--- src/rtl/brf_pkg.sv ---
// Shared constants and types of the byte ring FIFO.
`timescale 1ns / 1ps
`default_nettype none

package brf_pkg;

   localparam int MEM_BYTES      = 1024;
   localparam int ITEM_MAX_BYTES = 64;

   localparam int ADDR_W = $clog2(MEM_BYTES);
   localparam int IB_W   = 7;
   localparam int CNT_W  = $clog2(ITEM_MAX_BYTES);

   localparam logic OP_SEND = 1'b0;
   localparam logic OP_RECV = 1'b1;

   typedef struct packed {
      logic       is_receive;
      logic       failed;
      logic [7:0] out_byte;
      logic       last;
      logic       is_full;
      logic       is_empty;
   } rsp_type;

   typedef struct packed {
      logic    valid;
      rsp_type rsp;
   } push_type;

endpackage

`default_nettype wire

--- src/rtl/brf_rsp_fifo.sv ---
// Two-entry result queue that decouples the controller from the response channel.
`timescale 1ns / 1ps
`default_nettype none

module brf_rsp_fifo (
   input  wire               clock,
   input  wire               reset,
   input  brf_pkg::push_type push,
   output logic              credit,
   output logic              rsp_valid,
   input  wire               rsp_ready,
   output brf_pkg::rsp_type  rsp_data
);

   brf_pkg::rsp_type entry_ff [2];
   logic [1:0] level_ff, level_in;
   logic       wr_ptr_ff, wr_ptr_in;
   logic       rd_ptr_ff, rd_ptr_in;
   logic       pop;
   logic [2:0] level_next;

   assign rsp_valid = (level_ff != 2'd0);
   assign rsp_data  = entry_ff[rd_ptr_ff];
   assign pop       = rsp_valid && rsp_ready;

   // Room is counted with the entry about to be pushed, so a new result may
   // only be started when it is sure to find a place.
   assign level_next = {1'b0, level_ff} + {2'b00, push.valid} - {2'b00, pop};
   assign credit     = (level_next < 3'd2);

   always_comb begin
      level_in  = level_next[1:0];
      wr_ptr_in = push.valid ? ~wr_ptr_ff : wr_ptr_ff;
      rd_ptr_in = pop ? ~rd_ptr_ff : rd_ptr_ff;
   end

   always_ff @(posedge clock) begin
      if (reset) begin
         level_ff  <= 2'd0;
         wr_ptr_ff <= 1'b0;
         rd_ptr_ff <= 1'b0;
      end else begin
         level_ff  <= level_in;
         wr_ptr_ff <= wr_ptr_in;
         rd_ptr_ff <= rd_ptr_in;
      end
   end

   always_ff @(posedge clock) begin
      if (push.valid) begin
         entry_ff[wr_ptr_ff] <= push.rsp;
      end
   end

endmodule

`default_nettype wire

--- config.mk ---
export PLATFORM = sky130hd
export DESIGN_NAME = brf_rsp_fifo
export DESIGN_NICKNAME = d
export VERILOG_FILES = /design/src/rtl/brf_pkg.sv /design/src/rtl/brf_rsp_fifo.sv
export SDC_FILE = /design/constraint.sdc
export NUM_CORES = 1
export LEC_CHECK = 0
export ABC_AREA = 0
export ABC_CLOCK_PERIOD_IN_PS = 5900
export BUFFER_PORTS_ARGS = -buffer_cell sky130_fd_sc_hd__buf_2
export CAP_MARGIN = 20
export CORE_MARGIN = 10
export CORE_UTILIZATION = 46
export DETAILED_ROUTE_END_ITERATION = 8
export PLACE_DENSITY = 0.71
export SLEW_MARGIN = 20
export SYNTH_ARGS = -nofsm -noshare
export SYNTH_HDL_FRONTEND = slang
export SYNTH_SLANG_ARGS = --single-unit
--- constraint.sdc ---
create_clock -name clock -period 5.9 [get_ports clock]
set_clock_uncertainty 0.15 [all_clocks]
set_input_delay 1.18 -clock clock [delete_from_list [all_inputs] [get_ports clock]]
set_output_delay 1.18 -clock clock [all_outputs]
set_load 0.05 [all_outputs]
==> flow_metrics.env <==
export IMPL_synthCells=66
export IMPL_synth_seq_cells=31
export IMPL_hold_viol=0
export IMPL_cts_root_buf="clkbuf_4"
export IMPL_cts_hold_fix_buffers=0
export IMPL_yosysSeqAreaShare_pct=74.1
export IMPL_grt_use_total_pct=8.81
export IMPL_worstMarginPinSlew_ns=0.659
export IMPL_cts_tree="built"
export IMPL_cp_end_kind="output pin"
export IMPL_die_w_um=70.8
export IMPL_synth_warnings=0
export IMPL_cts_sinks=31
export IMPL_synth_most_common_cell="edfxtp_1"
export IMPL_grt_antenna_before_repair=0
export IMPL_cts_buffers_inserted=5
export IMPL_cts_buffer_depth=2
export IMPL_synth_enable_flop_cells=26
export IMPL_grt_pass1_vias=738
export IMPL_finalCritPeriodShare_pct=69.3
export IMPL_power_density_nw_per_um2=468
export IMPL_grt_max_degree=14
export IMPL_post_route_util_pct=58.0
export IMPL_drc_errors=0
export IMPL_drive_gt1_share_pct=51.9
export IMPL_synth_area_leaders="edfxtp_1, mux2_2, dfxtp_1"
export IMPL_core_um2=2480
export IMPL_grt_pass1_wl_um=3460
export IMPL_synth_area_um2=1190
export IMPL_worst_path_max_fanout=3
export IMPL_worst_ep_required_time_ns=4.57
export IMPL_post_drt_wl_per_cell_um=15.5
export IMPL_final_nets=123
export IMPL_hp_class="flop to flop"
export IMPL_start_util_pct=48.0
export IMPL_drtPass1Iterations=3
export IMPL_ioPinCount=32
export IMPL_detail_route_wirelength_um=2080
export IMPL_synth_distinct_cells=13
export IMPL_h_tree_depth=2
export IMPL_rsz0062_at_grt="no"
export IMPL_p_clk_share_pct=18.1
export IMPL_worstSetupPathType="input port to output pin"
export IMPL_ir_worst_vdd_v=0.000443
export IMPL_num_rows=18
export IMPL_dieArea_um2=5020
export IMPL_synth_fp_nets=86
export IMPL_initialDrtViolationCount=8
export IMPL_cts_setup_buffers=0
export IMPL_internal_power_mw=0.404
export IMPL_dp_cells=126
export IMPL_clk_latency_ns=0.31
export IMPL_gp_congestion=0.640
export IMPL_clk_pin_slew_worst_paths_ns=0.08
export IMPL_syn_avg_cell_area_um2=18.0
export IMPL_switching_power_mw=0.269
export IMPL_detail_route_antenna_nets=0
export IMPL_critical_path_arrival_ns=2.76
export IMPL_netlist_top_cells_count="edfxtp_1, mux2_2, dfxtp_1"
export IMPL_p_comb_share_pct=40.2
export IMPL_final_cells=134
export IMPL_netlist_area_leader_share_pct=65.7
export IMPL_async_flop_share_pct=0
export IMPL_portBuffers=31
export IMPL_fmax_mhz=244
export IMPL_relSlewSlack_pct=55.8
export IMPL_drv_cap=0
export IMPL_viasPerCell=4.86
export IMPL_fin_tns_setup_ns=0
export IMPL_leakagePower_nw=0.567
export IMPL_netSwitchingFraction_pct=40.0
export IMPL_yosys_area_top_type="edfxtp_1"
export IMPL_r2r_slack_ns=3.99
export IMPL_drv_slew=0
export IMPL_power_frac_seq_pct=41.7
export IMPL_period_needed_ns=4.09
export IMPL_overflow=0
export IMPL_die_h_um=70.8
export IMPL_fill_cells=219
export IMPL_critPathLaunchType="input port"
export IMPL_num_vias=651
export IMPL_synth_top_flop_cell="edfxtp_1"
export IMPL_syn2layout_area_growth_pct=20.8
export IMPL_setup_viol=0
export IMPL_n_antenna_cell=0
export IMPL_dp_hpwl_um=1570
export IMPL_outcome="completed"
export IMPL_fin_hold_ws_ns=0.409
export IMPL_cts_resized_gates=0
export IMPL_power_mw=0.673
[registers in the layout, summed over array words and instances, names as in the netlist, named ones only]
name       count
entry_ff      26
rd_ptr_ff      1
wr_ptr_ff      1
level_ff       2
[metal layers]
metal | global-route usage, % | vias up | part of all wire (%)
met2 | 14.2 | 19 | 52
met1 | 8.96 | 315 | 40
met4 | 3.87 | 0 | 0.86
li1 | - | 315 | -
met5 | 0 | - | 0
met3 | 5.30 | 2 | 7.1
[metrics by stage]
| stage | worst slack, ns | area (um^2) |
|---|---|---|
| after floorplan | 1.65 | 1190 |
| after global placement | 1.84 | 1370 |
| after detailed placement | 1.79 | 1380 |
| after CTS | 1.78 | 1440 |
| after global routing | 1.72 | 1440 |
| final | 1.81 | 1440 |
[power by group through the flow]
| stage | sequential, mW | combinational [mW] | clock [mW] |
|---|---|---|---|
| floorplan | 0.275 | 0.227 | 0 |
| global placement | 0.285 | 0.268 | 0 |
| detailed placement | 0.286 | 0.276 | 0 |
| CTS | 0.282 | 0.276 | 0.126 |
| global route | 0.284 | 0.292 | 0.138 |
| finish | 0.281 | 0.270 | 0.122 |
[placed cells by master, fill, tap and decap left out]
| cell type | count |
|---|---|
| buf_2 | 31 |
| edfxtp_1 | 26 |
| mux2_2 | 15 |
| dfxtp_1 | 5 |
| clkbuf_4 | 5 |
| inv_1 | 4 |
| nor2_1 | 3 |
| nor2b_1 | 3 |
| xnor2_1 | 2 |
| ha_1 | 2 |
| o21a_1 | 1 |
| nand2_1 | 1 |
| and2_1 | 1 |
| nor2b_2 | 1 |
| fa_1 | 1 |
| clkinv_2 | 1 |
| clkbuf_1 | 1 |
| clkbuf_8 | 1 |
[worst max-delay path: stages]
cell     delay (ns)
buf_2          0.09
o21a_1         0.13
ha_1           0.28
inv_1          0.04
ha_1           0.18
fa_1           0.37
xnor2_1        0.13
nor2_1         0.08
buf_2          0.27
[cell families (layout without fill, tap and decap cells)]
family | after synthesis | after routing | synth area share [%]
DFF | 31 | 31 | 74.1
muxes | 15 | 15 | 14.2
and+or+nand+nor | 9 | 9 | 3.89
buffers and inverters | 5 | 43 | 1.89
xor gates and xnor gates | 2 | 2 | 1.47
adders and majority gates | 3 | 3 | 3.79
AOI/OAI and AO/OA | 1 | 1 | 0.632
[final timing paths]
check / from / to / depth (start not counted)
max: rsp_ready / credit / 9
min: wr_ptr_ff / wr_ptr_ff / 2
max reg2reg: level_ff[1] / level_ff[1] / 6
min reg2reg: wr_ptr_ff / wr_ptr_ff / 2
[area by class of cell]
type	count	area, um^2	share of cell area (%)
clock buffers	7	55.1	3.83
repair buffers	31	155	10.8
flip-flops and latches	31	881	61.3
inverters	4	15.0	1.05
multi-input cells	30	288	20.0
clock inverters	1	5.00	0.348
well taps	30	37.5	2.61
Note: power is estimated with default switching activity, not from simulation.
