$ cat config.mk
export PLATFORM = sky130hd
export DESIGN_NAME = brf_ctrl
export DESIGN_NICKNAME = d
export VERILOG_FILES = /design/src/rtl/brf_pkg.sv /design/src/rtl/brf_ctrl.sv
export SDC_FILE = /design/constraint.sdc
export NUM_CORES = 1
export LEC_CHECK = 0
export BUFFER_PORTS_ARGS = -buffer_cell sky130_fd_sc_hd__buf_2
export CORE_AREA = 2 2 115 128
export CTS_BUF_LIST = sky130_fd_sc_hd__clkbuf_4 sky130_fd_sc_hd__clkbuf_8 sky130_fd_sc_hd__clkbuf_16
export DETAILED_ROUTE_END_ITERATION = 10
export DIE_AREA = 0 0 117 130
export GPL_TIMING_DRIVEN = 0
export PLACE_DENSITY = 0.71
export SYNTH_ARGS = -nofsm -noshare
export SYNTH_HDL_FRONTEND = slang
export SYNTH_SLANG_ARGS = --single-unit
$ cat constraint.sdc
create_clock -name clock -period 7.8 [get_ports clock]
set_input_delay 0.39 -clock clock [delete_from_list [all_inputs] [get_ports clock]]
set_output_delay 0.39 -clock clock [all_outputs]
set_load 0.02 [all_outputs]
$ cat src/rtl/brf_pkg.sv
// Shared constants and types of the byte ring FIFO.
`timescale 1ns / 1ps
`default_nettype none

package brf_pkg;

   localparam int MEM_BYTES      = 1024;
   localparam int ITEM_MAX_BYTES = 64;

   localparam int ADDR_W = $clog2(MEM_BYTES);
   localparam int IB_W   = 7;
   localparam int CNT_W  = $clog2(ITEM_MAX_BYTES);

   localparam logic OP_SEND = 1'b0;
   localparam logic OP_RECV = 1'b1;

   typedef struct packed {
      logic       is_receive;
      logic       failed;
      logic [7:0] out_byte;
      logic       last;
      logic       is_full;
      logic       is_empty;
   } rsp_type;

   typedef struct packed {
      logic    valid;
      rsp_type rsp;
   } push_type;

endpackage

`default_nettype wire

$ cat src/rtl/brf_ctrl.sv
// Slot pointers, send run tracking and the receive read sequencer.
`timescale 1ns / 1ps
`default_nettype none

module brf_ctrl (
   input  wire                         clock,
   input  wire                         reset,
   input  wire                         csr_valid,
   input  wire [brf_pkg::IB_W-1:0]     csr_data,
   input  wire                         req_valid,
   output logic                        req_ready,
   input  wire                         req_op,
   input  wire [7:0]                   req_byte,
   input  wire                         credit,
   output brf_pkg::push_type           push,
   output logic                        ram_we,
   output logic [brf_pkg::ADDR_W-1:0]  ram_waddr,
   output logic [7:0]                  ram_wdata,
   output logic                        ram_re,
   output logic [brf_pkg::ADDR_W-1:0]  ram_raddr,
   input  wire  [7:0]                  ram_rdata
);

   localparam int AW = brf_pkg::ADDR_W;
   localparam int IW = brf_pkg::IB_W;
   localparam int CW = brf_pkg::CNT_W;

   logic [IW-1:0] ib_ff, ib_in;
   logic [AW-1:0] wbase_ff, wbase_in;
   logic [AW-1:0] rbase_ff, rbase_in;
   logic [CW-1:0] cnt_ff, cnt_in;
   logic          rej_ff, rej_in;
   logic          rx_busy_ff, rx_busy_in;
   logic [AW-1:0] rx_addr_ff, rx_addr_in;
   logic [CW-1:0] rx_cnt_ff, rx_cnt_in;
   logic          rx_full_ff, rx_full_in;
   logic          rx_empty_ff, rx_empty_in;
   logic          s1_valid_ff, s1_valid_in;
   logic          s1_ram_ff, s1_ram_in;
   brf_pkg::rsp_type s1_rsp_ff, s1_rsp_in;

   logic [AW-1:0] wnext, wnext2, rnext;
   logic          full_now, empty_now;
   logic          accept, rej_cur, last_byte, issue, rx_last;
   logic [IW-1:0] ib_clamped;

   // The slot after base begins one item further on; it wraps to zero when
   // the following item would no longer fit, which matches modulo capacity.
   function automatic logic [AW-1:0] next_base(input logic [AW-1:0] b,
                                               input logic [IW-1:0] ib);
      logic [AW:0]   sum;
      logic [AW+1:0] reach;
      sum   = {1'b0, b} + (AW+1)'(ib);
      reach = {1'b0, sum} + (AW+2)'(ib);
      if (reach > (AW+2)'(brf_pkg::MEM_BYTES)) begin
         return '0;
      end
      return sum[AW-1:0];
   endfunction

   assign wnext     = next_base(wbase_ff, ib_ff);
   assign wnext2    = next_base(wnext, ib_ff);
   assign rnext     = next_base(rbase_ff, ib_ff);
   assign full_now  = (wnext == rbase_ff);
   assign empty_now = (wbase_ff == rbase_ff);

   assign req_ready = !rx_busy_ff && credit;
   assign accept    = req_valid && req_ready;

   assign rej_cur   = (cnt_ff == '0) ? full_now : rej_ff;
   assign last_byte = ({1'b0, cnt_ff} == ib_ff - IW'(1));

   assign ram_we    = accept && (req_op == brf_pkg::OP_SEND) && !rej_cur;
   assign ram_waddr = wbase_ff + AW'(cnt_ff);
   assign ram_wdata = req_byte;

   assign issue     = rx_busy_ff && credit;
   assign rx_last   = ({1'b0, rx_cnt_ff} == ib_ff - IW'(1));
   assign ram_re    = issue;
   assign ram_raddr = rx_addr_ff + AW'(rx_cnt_ff);

   always_comb begin
      if (csr_data == '0) begin
         ib_clamped = IW'(1);
      end else if (csr_data > IW'(brf_pkg::ITEM_MAX_BYTES)) begin
         ib_clamped = IW'(brf_pkg::ITEM_MAX_BYTES);
      end else begin
         ib_clamped = csr_data;
      end
   end

   always_comb begin
      ib_in       = ib_ff;
      wbase_in    = wbase_ff;
      rbase_in    = rbase_ff;
      cnt_in      = cnt_ff;
      rej_in      = rej_ff;
      rx_busy_in  = rx_busy_ff;
      rx_addr_in  = rx_addr_ff;
      rx_cnt_in   = rx_cnt_ff;
      rx_full_in  = rx_full_ff;
      rx_empty_in = rx_empty_ff;
      s1_valid_in = 1'b0;
      s1_ram_in   = 1'b0;
      s1_rsp_in   = s1_rsp_ff;

      if (csr_valid) begin
         ib_in    = ib_clamped;
         wbase_in = '0;
         rbase_in = '0;
         cnt_in   = '0;
         rej_in   = 1'b0;
      end else if (accept && (req_op == brf_pkg::OP_SEND)) begin
         if (last_byte) begin
            cnt_in               = '0;
            rej_in               = 1'b0;
            s1_valid_in          = 1'b1;
            s1_rsp_in.is_receive = 1'b0;
            s1_rsp_in.failed     = rej_cur;
            s1_rsp_in.out_byte   = 8'h00;
            s1_rsp_in.last       = 1'b1;
            if (rej_cur) begin
               s1_rsp_in.is_full  = full_now;
               s1_rsp_in.is_empty = empty_now;
            end else begin
               wbase_in           = wnext;
               s1_rsp_in.is_full  = (wnext2 == rbase_ff);
               s1_rsp_in.is_empty = (wnext == rbase_ff);
            end
         end else begin
            cnt_in = cnt_ff + CW'(1);
            rej_in = rej_cur;
         end
      end else if (accept) begin
         if (empty_now) begin
            s1_valid_in          = 1'b1;
            s1_rsp_in.is_receive = 1'b1;
            s1_rsp_in.failed     = 1'b1;
            s1_rsp_in.out_byte   = 8'h00;
            s1_rsp_in.last       = 1'b1;
            s1_rsp_in.is_full    = full_now;
            s1_rsp_in.is_empty   = 1'b1;
         end else begin
            rbase_in    = rnext;
            rx_busy_in  = 1'b1;
            rx_addr_in  = rbase_ff;
            rx_cnt_in   = '0;
            rx_full_in  = (wnext == rnext);
            rx_empty_in = (wbase_ff == rnext);
         end
      end else if (issue) begin
         s1_valid_in          = 1'b1;
         s1_ram_in            = 1'b1;
         s1_rsp_in.is_receive = 1'b1;
         s1_rsp_in.failed     = 1'b0;
         s1_rsp_in.out_byte   = 8'h00;
         s1_rsp_in.last       = rx_last;
         s1_rsp_in.is_full    = rx_full_ff;
         s1_rsp_in.is_empty   = rx_empty_ff;
         rx_cnt_in            = rx_cnt_ff + CW'(1);
         if (rx_last) begin
            rx_busy_in = 1'b0;
         end
      end
   end

   always_ff @(posedge clock) begin
      if (reset) begin
         ib_ff       <= IW'(1);
         wbase_ff    <= '0;
         rbase_ff    <= '0;
         cnt_ff      <= '0;
         rej_ff      <= 1'b0;
         rx_busy_ff  <= 1'b0;
         s1_valid_ff <= 1'b0;
      end else begin
         ib_ff       <= ib_in;
         wbase_ff    <= wbase_in;
         rbase_ff    <= rbase_in;
         cnt_ff      <= cnt_in;
         rej_ff      <= rej_in;
         rx_busy_ff  <= rx_busy_in;
         s1_valid_ff <= s1_valid_in;
      end
   end

   always_ff @(posedge clock) begin
      rx_addr_ff  <= rx_addr_in;
      rx_cnt_ff   <= rx_cnt_in;
      rx_full_ff  <= rx_full_in;
      rx_empty_ff <= rx_empty_in;
      s1_ram_ff   <= s1_ram_in;
      s1_rsp_ff   <= s1_rsp_in;
   end

   // Receive bytes pick up the memory read data as they leave the stage.
   always_comb begin
      push.valid        = s1_valid_ff;
      push.rsp          = s1_rsp_ff;
      push.rsp.out_byte = s1_ram_ff ? ram_rdata : 8'h00;
   end

endmodule

`default_nettype wire

==> results.toml <==
[pwr]
seqPwrFrac_pct = 34.9
peakVddDrop_v = 0.000105
switching_share_pct = 27.1
p_leak_nw = 3.57
pwr-share-comb_pct = 19.6
intPower_w = 0.000704
p_sw_w = 0.000261
total_power_w = 0.000966
power_density_nw_per_um2 = 119
p_clk_share_pct = 45.6

[synthesis]
yosys-top-cells-count = "96 x nor2_1, 64 x a21oi_1, 60 x ha_1"
synth_top_cell_area_share_pct = 10.9
syn-num-nets = 953
yosys.area.top_type = "ha_1"
synth-seq-cells = 60
syn_area_per_cell_sq_um = 8.03
synth_cells = 856
synth-edff-count = 23
synth.top_cells.by_area = "ha_1 11%, dfxtp_1 11%, edfxtp_1 10%, xnor2_1 6.6%, xor2_1 6.4%"
synthArstFlopShare_pct = 0
yosysSeqAreaShare_pct = 20.8
synth_warnings = 0
ys_types = 80
synth_area_sq_um = 6870
synth_ff_type = "dfxtp_1"
synth_most_common_cell = "nor2_1"

[cts]
cts-htree-levels = 3
clockBufferDepth = 2
clk_pin_slew_ns = 0.05
root_buffer = "clkbuf_16"
cts.sinks = 60
clock_latency_ns = 0.34
cts_tree = "done"
cts_buffers = 9

[flow_run]
cap_viol_max_count = 0

[routing]
wire_per_inst_microns = 18.9
final_antenna_net_count = 0
firstDrtPassIters = 6
wl_mm = 21.5
routed_via_density = 6.16
drt_drc_violations_left = 0
routed-via-count = 7030
drt-initial-drc-count = 757

[die]
num_rows = 46
core_sq_um = 14100
die_h_microns = 130
ioPinCount = 74
fp.dieW_microns = 117
start_util_pct = 48.7
die_area_sq_um = 15200

[worst_setup_path]
arrival_ns = 7.67
crit_fanout = 10
reg2reg_depth = 32
critPathRequiredTime_ns = 7.97
worst_setup_path_end_kind = "flop"
critPathSlowestCell = "dfxtp_2"
critPathKind = "reg2reg"
crit_path_start_kind = "flop"
cpPeakStageDelay_ns = 0.47

[timing]
setup_viol = 0
slew_violations = 0
fin_hold_ws_ns = 0.304
worstMarginPinSlew_ns = 1.10
hold_viol = 0
relSlewSlack_pct = 26.2
clock.fmax_ghz = 0.133
finClkSkew_ns = 0.0115
finalCritPeriodShare_pct = 96.1
finalCriticalPeriod_ns = 7.49

[place]
hpwl_mm = 15.9
routabilityCongestion = 0.991
place_area_sq_um = 7430
port_buffers = 64
dpl.cell_count = 1112

[cells_and_area]
seq_area_sq_um = 1450
nets = 1042
antenna_cells = 0
fillerInstances = 1279
finalNonFillerCells = 1142
multi_input_area_sq_um = 5340
fin_util_pct = 57.8
drive_gt1_share_pct = 18.3
design_area_sq_um = 8150
area_growth_pct = 18.5

[global_route]
grt_max_degree = 15
grt_pass1_vias = 6209
antenna_found_initial = 0
grt_pass1_wl_mm = 33.3
grt_usage_pct = 28.1
grt_overflow = 0

[min_path]
hold_path.class = "in2reg"
whs_path_depth = 3

[run_status]
outcome = "complete, no violations"
layout by cell type, fill, tap and decap left out, types with 27 or more instances in the layout:
| cell | netlist | final |
|---|---|---|
| inv_1 | 37 | 36 |
| nor2_1 | 96 | 92 |
| buf_4 | 11 | 27 |
| o21ai_0 | 30 | 30 |
| dfxtp_1 | 37 | 28 |
| nand2_1 | 44 | 44 |
| buf_2 | 4 | 67 |
| xnor2_1 | 52 | 51 |
| ha_1 | 60 | 56 |
| nor3_1 | 31 | 29 |
| xor2_1 | 50 | 47 |
| a21oi_1 | 64 | 62 |
path summary, 6_finish.rpt:
path | startpoint | end | slack (ns)
max | wbase_ff[1] | push[1] | 0.31
min reg2reg | rbase_ff[7] | rx_addr_ff[7] | 0.47
max reg2reg | wbase_ff[1] | push[1] | 0.31
min | csr_data[4] | ib_ff[4] | 0.30
metrics by stage:
stage | worst slack (ns) | setup TNS [ns]
floorplan | 0.592 | 0
global route | -0.0582 | -0.0582
global placement | -1.57 | -1.57
detailed placement | -1.59 | -1.59
CTS | 0.00617 | 0
finish | 0.305 | 0
flip-flops by register name, summed over array words and instances (netlist names), 5 cells and up:
| register | count |
|---|---|
| ib_ff | 7 |
| rx_cnt_ff | 6 |
| cnt_ff | 6 |
| wbase_ff | 10 |
| rbase_ff | 10 |
| rx_addr_ff | 10 |
| push | 5 |
power groups by stage:
stage	Sequential [W]	Combinational, W	Clock (W)
floorplan	0.000340	0.000125	0
global placement	0.000344	0.000165	0
detailed placement	0.000344	0.000167	0
CTS	0.000337	0.000176	0.000442
global route	0.000336	0.000207	0.000455
finish	0.000337	0.000189	0.000440
worst max-delay path, delay by kind of cell (launching register included):
family                   cells  cell delay (ns)
AO/OA/AOI/OAI                8             1.62
XOR/XNOR                     1             0.29
adder cells (fa/ha/maj)      4             1.27
buffers and inverters        3             0.52
flip-flops                   1             0.47
multiplexers                 2             0.25
AND/OR/NAND/NOR             14             2.90
logic make-up (layout without fill, tap and decap cells):
| logic type | after synthesis | in the layout | share of synthesized area (%) |
|---|---|---|---|
| XOR/XNOR | 103 | 103 | 13.2 |
| AND/OR/NAND/NOR | 303 | 303 | 22.7 |
| flip-flops | 60 | 60 | 20.8 |
| AO/OA/AOI/OAI | 223 | 223 | 22.2 |
| buffers and inverters | 81 | 175 | 5.11 |
| multiplexers | 18 | 18 | 2.64 |
| adder cells (fa/ha/maj) | 68 | 68 | 13.3 |
layout make-up:
type / instances / area share [%]
Buffer: 44 / 2.70
Clock buffer: 12 / 3.20
Sequential cell: 60 / 17.8
Clock inverter: 4 / 0.876
Inverter: 37 / 1.71
Timing Repair Buffer: 78 / 5.22
Multi-Input combinational cell: 715 / 65.6
Tap cell: 192 / 2.95
timing repair:
action / 4_1_cts / 5_1_grt
setup buffers: 4 / 10
pin swaps: 4 / 6
gates resized for setup: 30 / 34
setup endpoints to repair: 1 / 1
hold buffers: 0 / 0
layer usage:
layer | wire (microns) | part of all wire [%] | vias up | track usage [%]
met5 | 0 | 0 | - | 0
met4 | 729 | 3.4 | 0 | 12.2
met3 | 1850 | 8.6 | 72 | 5.53
met2 | 10100 | 47 | 374 | 46.2
met1 | 8840 | 41 | 3278 | 35.9
li1 | - | - | 3306 | -
Power figures use the tool's default switching activity.
